--- src/hdl/lppe_pkg.sv ---
// Package for the LED pixel pulse encoder: constants, register and function codes.
// It has no dependencies and is used by the top level and its checker.
package lppe_pkg;

	localparam int RESET_SLOTS    = 50;
	localparam int BITS_PER_PIXEL = 24;
	localparam int MAX_SLOTS      = (RESET_SLOTS > BITS_PER_PIXEL) ? RESET_SLOTS : BITS_PER_PIXEL;
	localparam int CNT_W          = $clog2(MAX_SLOTS);
	localparam int APB_AW         = 4;
	localparam int APB_DW         = 32;

	localparam logic [CNT_W-1:0] PIXEL_LAST_CNT = CNT_W'(BITS_PER_PIXEL - 1);
	localparam logic [CNT_W-1:0] RESET_LAST_CNT = CNT_W'(RESET_SLOTS - 1);

	localparam logic [7:0] BRIGHTNESS_RST = 8'd128;
	localparam logic [7:0] ZERO_TICKS_RST = 8'd35;
	localparam logic [7:0] ONE_TICKS_RST  = 8'd70;

	typedef enum logic [1:0] {
		REG_BRIGHTNESS = 2'd0,
		REG_ZERO_TICKS = 2'd1,
		REG_ONE_TICKS  = 2'd2
	} reg_idx_t;

	typedef enum logic {
		FUNC_PIXEL     = 1'b0,
		FUNC_FRAME_END = 1'b1
	} func_t;

	function automatic logic [7:0] scale_channel(input logic [7:0] c, input logic [7:0] br);
		logic [15:0] prod;
		prod = 16'(c) * 16'(br);
		return prod[15:8];
	endfunction

endpackage

--- src/hdl/led_pixel_pulse_encoder.sv ---
// Pipeline: an item is taken into the input register (valid_s1, color_s1) and then
// loaded into the serialiser (busy_q, shift_q), which drives the result outputs.
// Throughput: one result per cycle while m_tready is high; a pixel is emitted as 24 bit
// slots and a frame end as RESET_SLOTS slots, counted by the bit-slot down-counter.
// An input register takes the next item while the current one is still being emitted.
// Reset is asynchronous and active low; it empties both stages and restores the registers
// to brightness 128, zero high time 35 and one high time 70.
module led_pixel_pulse_encoder
	import lppe_pkg::*;
(
	input  logic              clk,
	input  logic              arst_n,
	input  logic              s_tvalid,
	output logic              s_tready,
	input  logic [23:0]       s_tdata,   // color[23:0]
	input  logic              s_tuser,   // func[0]
	output logic              m_tvalid,
	input  logic              m_tready,
	output logic [7:0]        m_tdata,   // pulse_ticks[7:0]
	output logic              m_tlast,
	input  logic              psel,
	input  logic              penable,
	input  logic              pwrite,
	input  logic [APB_AW-1:0] paddr,
	input  logic [APB_DW-1:0] pwdata,
	output logic [APB_DW-1:0] prdata,
	output logic              pready
);

	logic [7:0]       brightness_q;
	logic [7:0]       zero_ticks_q;
	logic [7:0]       one_ticks_q;
	logic             cfg_wr;
	reg_idx_t         cfg_idx;

	logic             valid_s1;
	func_t            func_s1;
	logic [23:0]      color_s1;

	logic             busy_q;
	func_t            func_q;
	logic [23:0]      shift_q;
	logic [CNT_W-1:0] cnt_q;

	logic             load;
	logic [23:0]      grb;

	assign pready  = 1'b1;
	assign cfg_idx = reg_idx_t'(paddr[3:2]);
	assign cfg_wr  = psel && penable && pwrite && pready;

	always_ff @(posedge clk or negedge arst_n) begin
		if (!arst_n) begin
			brightness_q <= BRIGHTNESS_RST;
			zero_ticks_q <= ZERO_TICKS_RST;
			one_ticks_q  <= ONE_TICKS_RST;
		end else if (cfg_wr) begin
			case (cfg_idx)
				REG_BRIGHTNESS: brightness_q <= pwdata[7:0];
				REG_ZERO_TICKS: zero_ticks_q <= pwdata[7:0];
				REG_ONE_TICKS:  one_ticks_q  <= pwdata[7:0];
				default: ;
			endcase
		end
	end

	always_comb begin
		case (cfg_idx)
			REG_BRIGHTNESS: prdata = {{(APB_DW-8){1'b0}}, brightness_q};
			REG_ZERO_TICKS: prdata = {{(APB_DW-8){1'b0}}, zero_ticks_q};
			REG_ONE_TICKS:  prdata = {{(APB_DW-8){1'b0}}, one_ticks_q};
			default:        prdata = '0;
		endcase
	end

	assign m_tlast  = (cnt_q == '0);
	assign load     = valid_s1 && (!busy_q || (m_tready && m_tlast));
	assign s_tready = !valid_s1 || load;

	always_ff @(posedge clk or negedge arst_n) begin
		if (!arst_n) begin
			valid_s1 <= 1'b0;
		end else if (s_tvalid && s_tready) begin
			valid_s1 <= 1'b1;
		end else if (load) begin
			valid_s1 <= 1'b0;
		end
	end

	always_ff @(posedge clk) begin
		if (s_tvalid && s_tready) begin
			func_s1  <= func_t'(s_tuser);
			color_s1 <= s_tdata;
		end
	end

	// The output order is green, red, blue, most significant bit first.
	assign grb = {scale_channel(color_s1[15:8], brightness_q),
		scale_channel(color_s1[23:16], brightness_q),
		scale_channel(color_s1[7:0], brightness_q)};

	always_ff @(posedge clk or negedge arst_n) begin
		if (!arst_n) begin
			busy_q <= 1'b0;
			cnt_q  <= '0;
		end else if (load) begin
			busy_q <= 1'b1;
			cnt_q  <= (func_s1 == FUNC_FRAME_END) ? RESET_LAST_CNT : PIXEL_LAST_CNT;
		end else if (busy_q && m_tready) begin
			if (m_tlast) begin
				busy_q <= 1'b0;
			end else begin
				cnt_q <= cnt_q - 1'b1;
			end
		end
	end

	always_ff @(posedge clk) begin
		if (load) begin
			func_q  <= func_s1;
			shift_q <= grb;
		end else if (busy_q && m_tready) begin
			shift_q <= {shift_q[22:0], 1'b0};
		end
	end

	assign m_tvalid = busy_q;
	assign m_tdata  = (func_q == FUNC_FRAME_END) ? 8'd0 :
		(shift_q[23] ? one_ticks_q : zero_ticks_q);

endmodule

--- config.mk ---
export PLATFORM = sky130hd
export DESIGN_NAME = led_pixel_pulse_encoder
export DESIGN_NICKNAME = d
export VERILOG_FILES = /design/src/hdl/lppe_pkg.sv /design/src/hdl/led_pixel_pulse_encoder.sv
export SDC_FILE = /design/constraint.sdc
export NUM_CORES = 1
export LEC_CHECK = 0
export BUFFER_PORTS_ARGS = -buffer_cell sky130_fd_sc_hd__buf_2
export CORE_ASPECT_RATIO = 1.1
export CORE_UTILIZATION = 40
export DETAILED_ROUTE_END_ITERATION = 6
export GPL_TIMING_DRIVEN = 0
export PLACE_DENSITY = 0.63
export SKIP_CTS_REPAIR_TIMING = 1
export SYNTH_ARGS = -nofsm -noshare
export SYNTH_HDL_FRONTEND = slang
export SYNTH_SLANG_ARGS = --single-unit
--- constraint.sdc ---
create_clock -name clk -period 6.4 [get_ports clk]
set_input_delay 1.28 -clock clk [delete_from_list [all_inputs] [get_ports clk]]
set_output_delay 1.28 -clock clk [all_outputs]
set_load 0.01 [all_outputs]
# Yosys cells after proc, flatten, opt, wreduce, memory -nomap -nowiden
# Cells that the tools add are included.
[totals]
mem_count = 0
output_inout_bits = 44
ram_bits = 0
regBits = 82
romBits = 0
latch_bits = 0
word_cells = 51
inputBits = 68
[classes]
n_mux = 14
add_sub_neg = 1
mul = 3
reduce_logical = 20
order_cmp = 0
eq_ne = 3
shift = 0
div = 0
bitwise_logic = 0
[op_table]
columns = ["op", "count"]
rows = [
  ["8-bit by 8-bit multiplier with 16-bit output", 3],
  ["24-bit 2-to-1 mux", 2],
  ["6-bit 2-to-1 mux", 4],
  ["8-bit case mux with 3 select lines", 1],
  ["8-bit 2-to-1 mux", 2],
  ["2-bit AND reduction", 5],
  ["1-bit logical AND", 6],
  ["6-bit logical NOT", 1],
  ["2-bit nonzero test", 3],
  ["6-bit by 1-bit subtractor with 6-bit output, second input constant", 1],
  ["1-bit 2-to-1 mux", 5],
  ["2-bit by 1-bit == test with 1-bit output, second input constant", 1],
  ["2-bit == test, second input constant", 1],
  ["1-bit logical NOT", 2],
  ["2-bit logical NOT", 1],
  ["1-bit logical OR", 2],
  ["2-bit by 1-bit inequality test with 1-bit output, second input constant", 1],
]

# Longest topological paths before layout
# Gate-level depths: netlist (run 1).
[depth]
depth_word = 7
mapped_depth = 18
depth_no_buf = 16

# Least setup slack after synthesis (run 1)
# OpenSTA, ideal clock, no wires.
[synth_path]
kind = "reg-to-reg"
start = "register brightness_q[7]"
end = "register shift_q[14], data pin"
n_path_buf = 1
arrival_time_ns = 4.204
slack_ns = 1.934
stages_incl_launch_ff = 17
synth_period_minus_slack_ns = 4.466
setup_ns = 0.262
required_ns = 6.138
path_cell_list = "dfstp_2 > clkbuf_1 > nand2_1 > fa_1 > fa_1 > inv_1 > fa_1 > inv_1 > fa_1 > inv_1 > ha_1 > a21o_1 > a211oi_2 > o21bai_2 > nor4_4 > mux2i_1 > o22ai_1"
[synth_via]
elab_chain_len = 2
[synth_lines]
columns = ["element", "line", "text"]
rows = [
  ["from (decl)", "led_pixel_pulse_encoder.sv:30", "logic [7:0] brightness_q;"],
  ["from (signal assigned)", "led_pixel_pulse_encoder.sv:59", "REG_BRIGHTNESS: brightness_q <= pwdata[7:0];"],
  ["8-bit by 8-bit multiplier with 16-bit output", "lppe_pkg.sv:32", "prod = 16'(c) * 16'(br);"],
  ["24-bit 2-to-1 mux", "led_pixel_pulse_encoder.sv:119", "if (load) begin"],
  ["to (signal assigned)", "led_pixel_pulse_encoder.sv:121", "shift_q <= grb;"],
  ["to (signal assigned)", "led_pixel_pulse_encoder.sv:123", "shift_q <= {shift_q[22:0], 1'b0};"],
  ["to (decl)", "led_pixel_pulse_encoder.sv:42", "logic [23:0] shift_q;"],
]
# Every way passes these cells.
# A chain may end at the register's enable or synchronous reset.

# Worst setup path after layout (run 1)
[layout_path]
start = "register brightness_q[5]"
end = "register shift_q[6], data pin"
# Same word-level chain as after synthesis.

==> results.toml, run 1 <==
[layout]
layout-drive-gt1-share_pct = 14.7
synthToLayoutAreaGrowth_pct = 11.4
fill_cells = 2302
finalInstanceArea_um2 = 10700
fin_cells = 1374
antenna_cells = 0
regArea_um2 = 2310
multiInputGateArea_um2 = 6600
nets = 1338

[power]
leakage_uw = 0.00524
p_per_area_nw_per_um2 = 405
peakVddDrop_mv = 0.217

[clock_tree]
clkLatencyLatePin_ps = 360
clock-sinks = 82
cts_tree = "done"
numCtsBuffers = 9
root_buffer = "clkbuf_16"
clk_path_buf_depth = 2
clkTransAtPathRegs_ps = 80
cts_htree_levels = 3

[timing]
fin_worst_skew_ps = 13.7
drv_slew = 0
min_period_over_period_pct = 82.2
relSlewSlack_pct = 50.5
worst_pin_slew_ps = 739
finalCriticalPeriod_ps = 5260
rsz0062_at_grt = "no"
fin_setup_tns_ps = 0
setup_viol = 0
hold_viol_final = 0
fmax_mhz = 190
worst_slack_ps = 1140

[routing]
drt_iter0_markers = 386
vias_per_cell = 5.06
wl_per_cell_um = 15.7
antenna_left = 0
dr.pass1.iters = 5
vias = 6952
drc = 0
postRouteWirelength_um = 21600

[placement]
hpwl_um = 16700
gp_congestion = 0.861
place_inst = 1358
port_buffers = 60
pre_cts_ws_ps = 1150
dpl_cell_area_um2 = 10400

[synth]
ys_top_cells_by_count = "146 x and2_1, 123 x inv_1, 105 x fa_1"
syn_area_um2 = 9610
yosysWarningCount = 0
yosys_most_used_dff = "edfxtp_1"
synth-seq-cells = 82
yosys.cell_types.count = 64
synth_area_leaders = "fa_1 22%, edfxtp_1 16%, ha_1 13%"
synth_edf_count = 50
yosysTopAreaCellShare_pct = 21.9
yosysMostFrequentCell = "and2_1"
synthCells = 969
synth_seq_area_share_pct = 24.0
synth.largest_area_cell = "fa_1"
synthArstFlopShare_pct = 39.0
avgSynthCellArea_um2 = 9.92

[critical_path]
worstSetupPathType = "register to register"
crit_start = "brightness_q[5]$_DFFE_PN0P_"
cp.required_ps = 6490
crit_fanout = 10
cp.arrival_ps = 5350
r2r-start = "brightness_q[5]$_DFFE_PN0P_"
start_kind = "register"
end_kind = "register"

[worst_hold_path]
hp-class = "register to register"
hold_start = "func_s1$_DFFE_PP_"

[floorplanning]
die_h_um = 165
core-area_um2 = 23600
die-area_um2 = 24600
die_w_um = 150
initial_utilization_pct = 40.7
fp-row-count = 59
pin_count = 112

[grt]
grt_max_degree = 33
grt_pass1_wl_um = 35100
first_global_vias = 6855
grt_antenna_before_repair = 0
track_usage_pct = 18.5
overflow = 0

[job]
max_cap_viol_count = 0

[status]
status = "completed"
path summary, 6_finish.rpt:
path / slack [ps] / end / cells past startpoint
worst max-delay path: 1140 / shift_q[6]$_DFFE_PP_ / 14
worst min-delay path: 460 / func_q$_DFFE_PP_ / 0
worst max register to register: 1140 / shift_q[6]$_DFFE_PP_ / 14
worst min register to register: 460 / func_q$_DFFE_PP_ / 0
max in group asynchronous: 4930 / brightness_q[0]$_DFFE_PN0P_ / 1
min in group asynchronous: 980 / one_ticks_q[3]$_DFFE_PN0P_ / 1
power breakdown:
group | switching [µW] | leakage (µW) | internal, µW
sequential | 92.6 | 0.000841 | 652
clock | 252 | 0.000154 | 311
combinational | 1730 | 0.00425 | 1300
final cells by class:
class                      count  share of cell area, %
buffer                        57                   2.98
clock buffer                   9                   2.10
clock inverter                 7                  0.783
inverter                     124                   4.40
multi-input combinational    729                   61.6
sequential                    82                   21.6
tap                          305                   3.57
timing repair buffer          61                   2.95
cell families (layout without fill, tap and decap cells):
family                     Yosys count  count (layout)  synth area share (%)
muxes                               42              42                  4.69
adders and majority gates          206             206                  35.0
other                                2              25                0.0782
DFF                                 82              82                  24.0
and+or+nand+nor                    310             310                  17.9
buffers and inverters              181             258                  8.22
xor gates and xnor gates            24              24                  2.19
AOI/OAI and AO/OA                  122             122                  7.84
registers in the layout, indices dropped and copies added (netlist names), 6 cells and up:
name / cells
brightness_q: 8
cnt_q: 6
color_s1: 24
one_ticks_q: 8
shift_q: 24
zero_ticks_q: 8
worst max-delay path: stages, from the launching register on:
cell and delay (ps):
dfrtp_1 580, clkbuf_1 580, nand2_1 170, fa_1 530
fa_1 490, inv_1 50, fa_1 490, fa_1 420
ha_1 340, a21oi_1 250, o211ai_1 140, a31oi_1 470
a211oi_1 160, a31oi_1 200, o22ai_1 130
cell usage in the layout (no fill, tap or decap), drive strengths merged, types with 8 or more instances in the layout:
cell,synthesis,final
xnor2,19,19
clkbuf,26,35
conb,2,25
mux2i,18,18
fa,105,105
o21bai,9,9
mux2,24,24
nor2,25,25
o21ai,53,53
a21o,8,8
and2,147,147
edfxtp,50,50
inv,124,128
a21oi,24,24
ha,101,101
dfrtp,25,25
buf,31,92
nand2,89,89
nand3,11,11
layer usage:
| metal | share of wire, % | vias to the layer above | GRT usage [%] |
|---|---|---|---|
| met2 | 48 | 170 | 31.3 |
| met3 | 5.0 | 20 | 3.70 |
| met5 | 0 | - | 0 |
| li1 | - | 3325 | - |
| met1 | 46 | 3437 | 24.3 |
| met4 | 1.4 | 0 | 4.18 |
per-stage QoR:
step                      utilization (%)  hold WS [ps]  power (µW)
after CTS                            45.3           461        4370
after detailed placement             44.0           444        3780
after global routing                 45.3           484        4820
final                                45.3           455        4330
after floorplan                         -           426        3110
after global placement               43.9           433        3750
(Power assumes the default switching activity.)
==> run 2: changes to the inputs <==
clock period = 5 ns   (was 6.4 ns; I/O delays follow)
==> run 2 against run 1 <==
Compared with the run above:
- combinational power is 30% higher
- largest cell class unchanged
- flip-flop and latch count unchanged
- critical path type unchanged
- largest power group unchanged
- critical endpoint is now shift_q[14]$_DFFE_PP_
- non-clock buffer count increased by 1
- setup slack lost 920 ps
- power rose by 30%
- clock-buffer cell count unchanged
- global-route usage stayed put
- fmax is 10% higher
- critical path depth is 2 higher
- cell count about the same
- sequential share of layout area is 0.087 points lower
- wire length rose by 0.32%
==> results.toml, run 2 (same netlist as run 1, synthesis figures left out) <==
[placement]
hpwl_um = 16700
pre_cts_ws_ps = -248
gp_congestion = 0.861
place_inst = 1358
port_buffers = 60

[routing]
vias = 6924
vias_per_cell = 5.04
postRouteWirelength_um = 21700
drc = 0
antenna_left = 0
wl_per_cell_um = 15.8
dr.pass1.iters = 4
drt_iter0_markers = 388

[power]
p_comb_share_pct = 70.1
power.internal_uw = 2930
switchingPower_uw = 2690
power.share.sequential_pct = 17.0
p_clk_share_pct = 12.9
leakage_uw = 0.00529
peakVddDrop_mv = 0.279
p_per_area_nw_per_um2 = 521
switching_share_pct = 47.9

[layout]
antenna_cells = 0
mostFrequentLayoutCell = "and2_1"
utilization_pct = 45.6
regArea_um2 = 2320
synthToLayoutAreaGrowth_pct = 12.1
multiInputGateArea_um2 = 6620
layout-drive-gt1-share_pct = 16.6
fin_cells = 1375
top_regs = "color_s1 (24), shift_q (24)"
fill_cells = 2293
nets = 1339
layout_common_cells = "145 x and2_1, 123 x inv_1, 105 x fa_1"

[grt]
grt_max_degree = 33
first_global_vias = 6855
overflow = 0
track_usage_pct = 18.5
grt_pass1_wl_um = 35100
grt_antenna_before_repair = 0

[clock_tree]
clock-sinks = 82
clkLatencyLatePin_ps = 360
cts_htree_levels = 3
cts_tree = "done"
root_buffer = "clkbuf_16"
clk_path_buf_depth = 2
numCtsBuffers = 9
clkTransAtPathRegs_ps = 70

[floorplanning]
pin_count = 112
die-area_um2 = 24600
die_h_um = 165
fp-row-count = 59
core-area_um2 = 23600
die_w_um = 150
initial_utilization_pct = 40.7

[timing]
fin_worst_skew_ps = 13.4
min_period_over_period_pct = 95.6
worst_pin_slew_ps = 751
fmax_mhz = 209
hold-worst-slack_ps = 457
setup_viol = 0
worst_slack_ps = 220
relSlewSlack_pct = 49.9
drv_slew = 0
finalCriticalPeriod_ps = 4780
rsz0062_at_grt = "no"
hold_viol_final = 0

[worst_hold_path]
hp-class = "register to register"

[critical_path]
cp_num_buf_inv = 4
critical_path.cell_chain = "clkbuf_2, nand2_1, fa_1, fa_1, inv_1, fa_1, inv_1, fa_1, inv_1, ha_1, a21o_1, a211oi_2, o21bai_2, nor4_4, mux2i_1, o22ai_1"
path_delay_family = "adder cells"
cp.required_ps = 5090
end_kind = "register"
critical_path.max_stage_delay_ps = 550
crit_fanout = 10
worstSetupPathType = "register to register"
cpMaxStageDelayCell = "fa_1"
cp_common_cell = "fa_1"
start_kind = "register"
cp.arrival_ps = 4870

[job]
max_cap_viol_count = 0

[status]
status = "completed"
-- run 2: cell types whose count changed in the layout (fill, tap and decap cells not counted), sizes merged --
cell,delta
buf,+4
clkbuf,-3
-- run 2: metrics by stage --
stage	instance area (µm²)	setup TNS [ps]	total power, µW
final	10800	0	5620
after global routing	10800	0	6230
after CTS	10700	-1860	5590
after detailed placement	10400	-1530	4840
after global placement	10400	-1030	4800
after floorplan	9700	0	3980
-- run 2: cell type report --
class	instances	area share, %
Multi-Input combinational cell	729	61.4
Sequential cell	82	21.5
Buffer	57	3.27
Timing Repair Buffer	62	3.00
Inverter	124	4.37
Clock inverter	7	0.778
Tap cell	305	3.54
Clock buffer	9	2.09
-- run 2: path summary, 6_finish.rpt --
path	start	to	slack [ps]	cells past startpoint
max	brightness_q[3]$_DFFE_PN0P_	shift_q[14]$_DFFE_PP_	220	16
min	func_s1$_DFFE_PP_	func_q$_DFFE_PP_	460	0
max reg2reg	brightness_q[3]$_DFFE_PN0P_	shift_q[14]$_DFFE_PP_	220	16
min reg2reg	func_s1$_DFFE_PP_	func_q$_DFFE_PP_	460	0
max in group asynchronous	arst_n	brightness_q[4]$_DFFE_PN0P_	3770	1
min in group asynchronous	arst_n	one_ticks_q[3]$_DFFE_PN0P_	700	1
-- run 2: routing by layer --
layer | wire, µm | part of all wire, % | track usage, % | vias up
met2 | 10500 | 48 | 31.3 | 160
met3 | 1070 | 4.9 | 3.70 | 24
met1 | 9830 | 45 | 24.3 | 3418
met5 | 0 | 0 | 0 | -
li1 | - | - | - | 3322
met4 | 300 | 1.4 | 4.18 | 0
-- run 2: power by group through the flow --
stage	combinational (µW)	sequential [µW]	clock (µW)
floorplan	3060	914	0
global placement	3840	962	0
detailed placement	3870	965	0
CTS	3900	952	736
global route	4500	969	758
finish	3940	955	726
==> run 3: changes to the inputs <==
GPL_TIMING_DRIVEN = 1   (was 0)
==> run 3 against run 2 <==
Compared with the run above:
- combinational power decreased by 3%
- cell count decreased by 2.9%
- first-iteration DRC count decreased by 32%
==> results.toml, run 3 (same netlist as run 1, synthesis figures left out) <==
[critical_path]
cp.required_ps = 5080
worstSetupPathType = "register to register"
start_kind = "register"
cpMaxStageDelayCell = "dfrtp_1"
critical_path.max_stage_delay_ps = 530
crit_fanout = 12
reg2reg_to = "shift_q[12]$_DFFE_PP_"
worstRegToRegCells = 15
cp.arrival_ps = 4780
r2r_setup_slack_ps = 290
cp_common_cell = "fa_1"
crit_start = "brightness_q[2]$_DFFE_PN0P_"
r2r-start = "brightness_q[2]$_DFFE_PN0P_"
critical_path.cell_chain = "buf_4, and2_1, fa_1, fa_1, fa_1, inv_1, fa_1, inv_1, ha_1, and3_1, a221o_1, a21oi_1, o21ai_0, xnor2_1, o21ai_0"
end_kind = "register"

[job]
max_cap_viol_count = 0

[clock_tree]
cts_htree_levels = 3
numCtsBuffers = 9
clkTransAtPathRegs_ps = 70
cts_tree = "done"
root_buffer = "clkbuf_16"
clk_path_buf_depth = 2
clkLatencyLatePin_ps = 350
clock-sinks = 82

[layout]
layout-drive-gt1-share_pct = 14.2
mostFrequentLayoutCell = "and2_1"
nets = 1299
multiInputGateArea_um2 = 6600
synthToLayoutAreaGrowth_pct = 9.52
top_regs = "color_s1 (24), shift_q (24)"
antenna_cells = 0
fill_cells = 2279
regArea_um2 = 2310
layout_common_cells = "146 x and2_1, 123 x inv_1, 105 x fa_1"

[placement]
hpwl_um = 15200
gp_congestion = 0.835
port_buffers = 60

[routing]
dr.pass1.iters = 4
postRouteWirelength_um = 19500
vias = 6713
vias_per_cell = 5.03
drc = 0
wl_per_cell_um = 14.6
drt_iter0_markers = 265
antenna_left = 0

[floorplanning]
core-area_um2 = 23600
die_h_um = 165
die-area_um2 = 24600
fp-row-count = 59
initial_utilization_pct = 40.7
pin_count = 112
die_w_um = 150

[power]
p_per_area_nw_per_um2 = 523
peakVddDrop_mv = 0.262
leakage_uw = 0.00515
totalPowerFinal_uw = 5500

[timing]
fmax_mhz = 212
rsz0062_at_grt = "no"
hold_viol_final = 0
relSlewSlack_pct = 44.0
fin_worst_skew_ps = 14.4
fin_setup_tns_ps = 0
worst_pin_slew_ps = 835
drv_slew = 0
setup_viol = 0
finalCriticalPeriod_ps = 4710
min_period_over_period_pct = 94.2

[worst_hold_path]
min_path_cells = 0
hp-class = "register to register"
hold_start = "func_s1$_DFFE_PP_"
hold_end = "func_q$_DFFE_PP_"

[grt]
overflow = 0
first_global_vias = 6722
grt_antenna_before_repair = 0
track_usage_pct = 16.8
grt_pass1_wl_um = 32500
grt_max_degree = 51

[status]
status = "completed"
[run 3: how the worst max path moves through the flow]
stage               cells past startpoint                     to  slack, ps
floorplan                              16  shift_q[14]$_DFFE_PP_        530
global placement                       15  shift_q[14]$_DFFE_PP_        230
detailed placement                     15  shift_q[14]$_DFFE_PP_        190
CTS                                    15  shift_q[14]$_DFFE_PP_        180
global route                           15  shift_q[12]$_DFFE_PP_         20
finish                                 15  shift_q[12]$_DFFE_PP_        290
[run 3: stage by stage]
stage	instances	hold slack, ps	setup slack, ps	util, %	instance area, µm²
floorplan	992	426	534	-	9700
global placement	1319	433	234	43.2	10200
detailed placement	1319	442	191	43.2	10200
CTS	1335	461	185	44.5	10500
global route	1335	467	18.9	44.5	10500
finish	1335	459	291	44.5	10500
[run 3: worst max-delay path: cells and delay by family (launching register included)]
family	cells	cell delay (ps)
compound gates	4	650
xor+xnor	1	140
fa+ha+maj	5	2330
buf+inv	3	350
flops	1	530
simple gates	2	410
[run 3: metal layers]
metal	part of all wire [%]	wire, µm	vias to the layer above	track usage, %
met1	48	9340	3316	22.9
met4	1.3	255	0	4.68
met5	0	0	-	0
met3	2.8	557	18	1.96
li1	-	-	3242	-
met2	48	9400	137	28.3
[run 3: layout make-up]
type | count | share of cell area (%)
multi-input combinational | 729 | 62.7
sequential | 82 | 22.0
inverter | 124 | 4.47
timing repair buffer | 79 | 4.33
tap | 305 | 3.63
clock buffer | 9 | 2.14
clock inverter | 7 | 0.797
[run 3: where the power goes]
part           leakage, µW  total [µW]  internal [µW]  switching [µW]
logic              0.00415        3810           1700            2100
clock network     0.000154         721            399             322
registers         0.000840         974            835             139
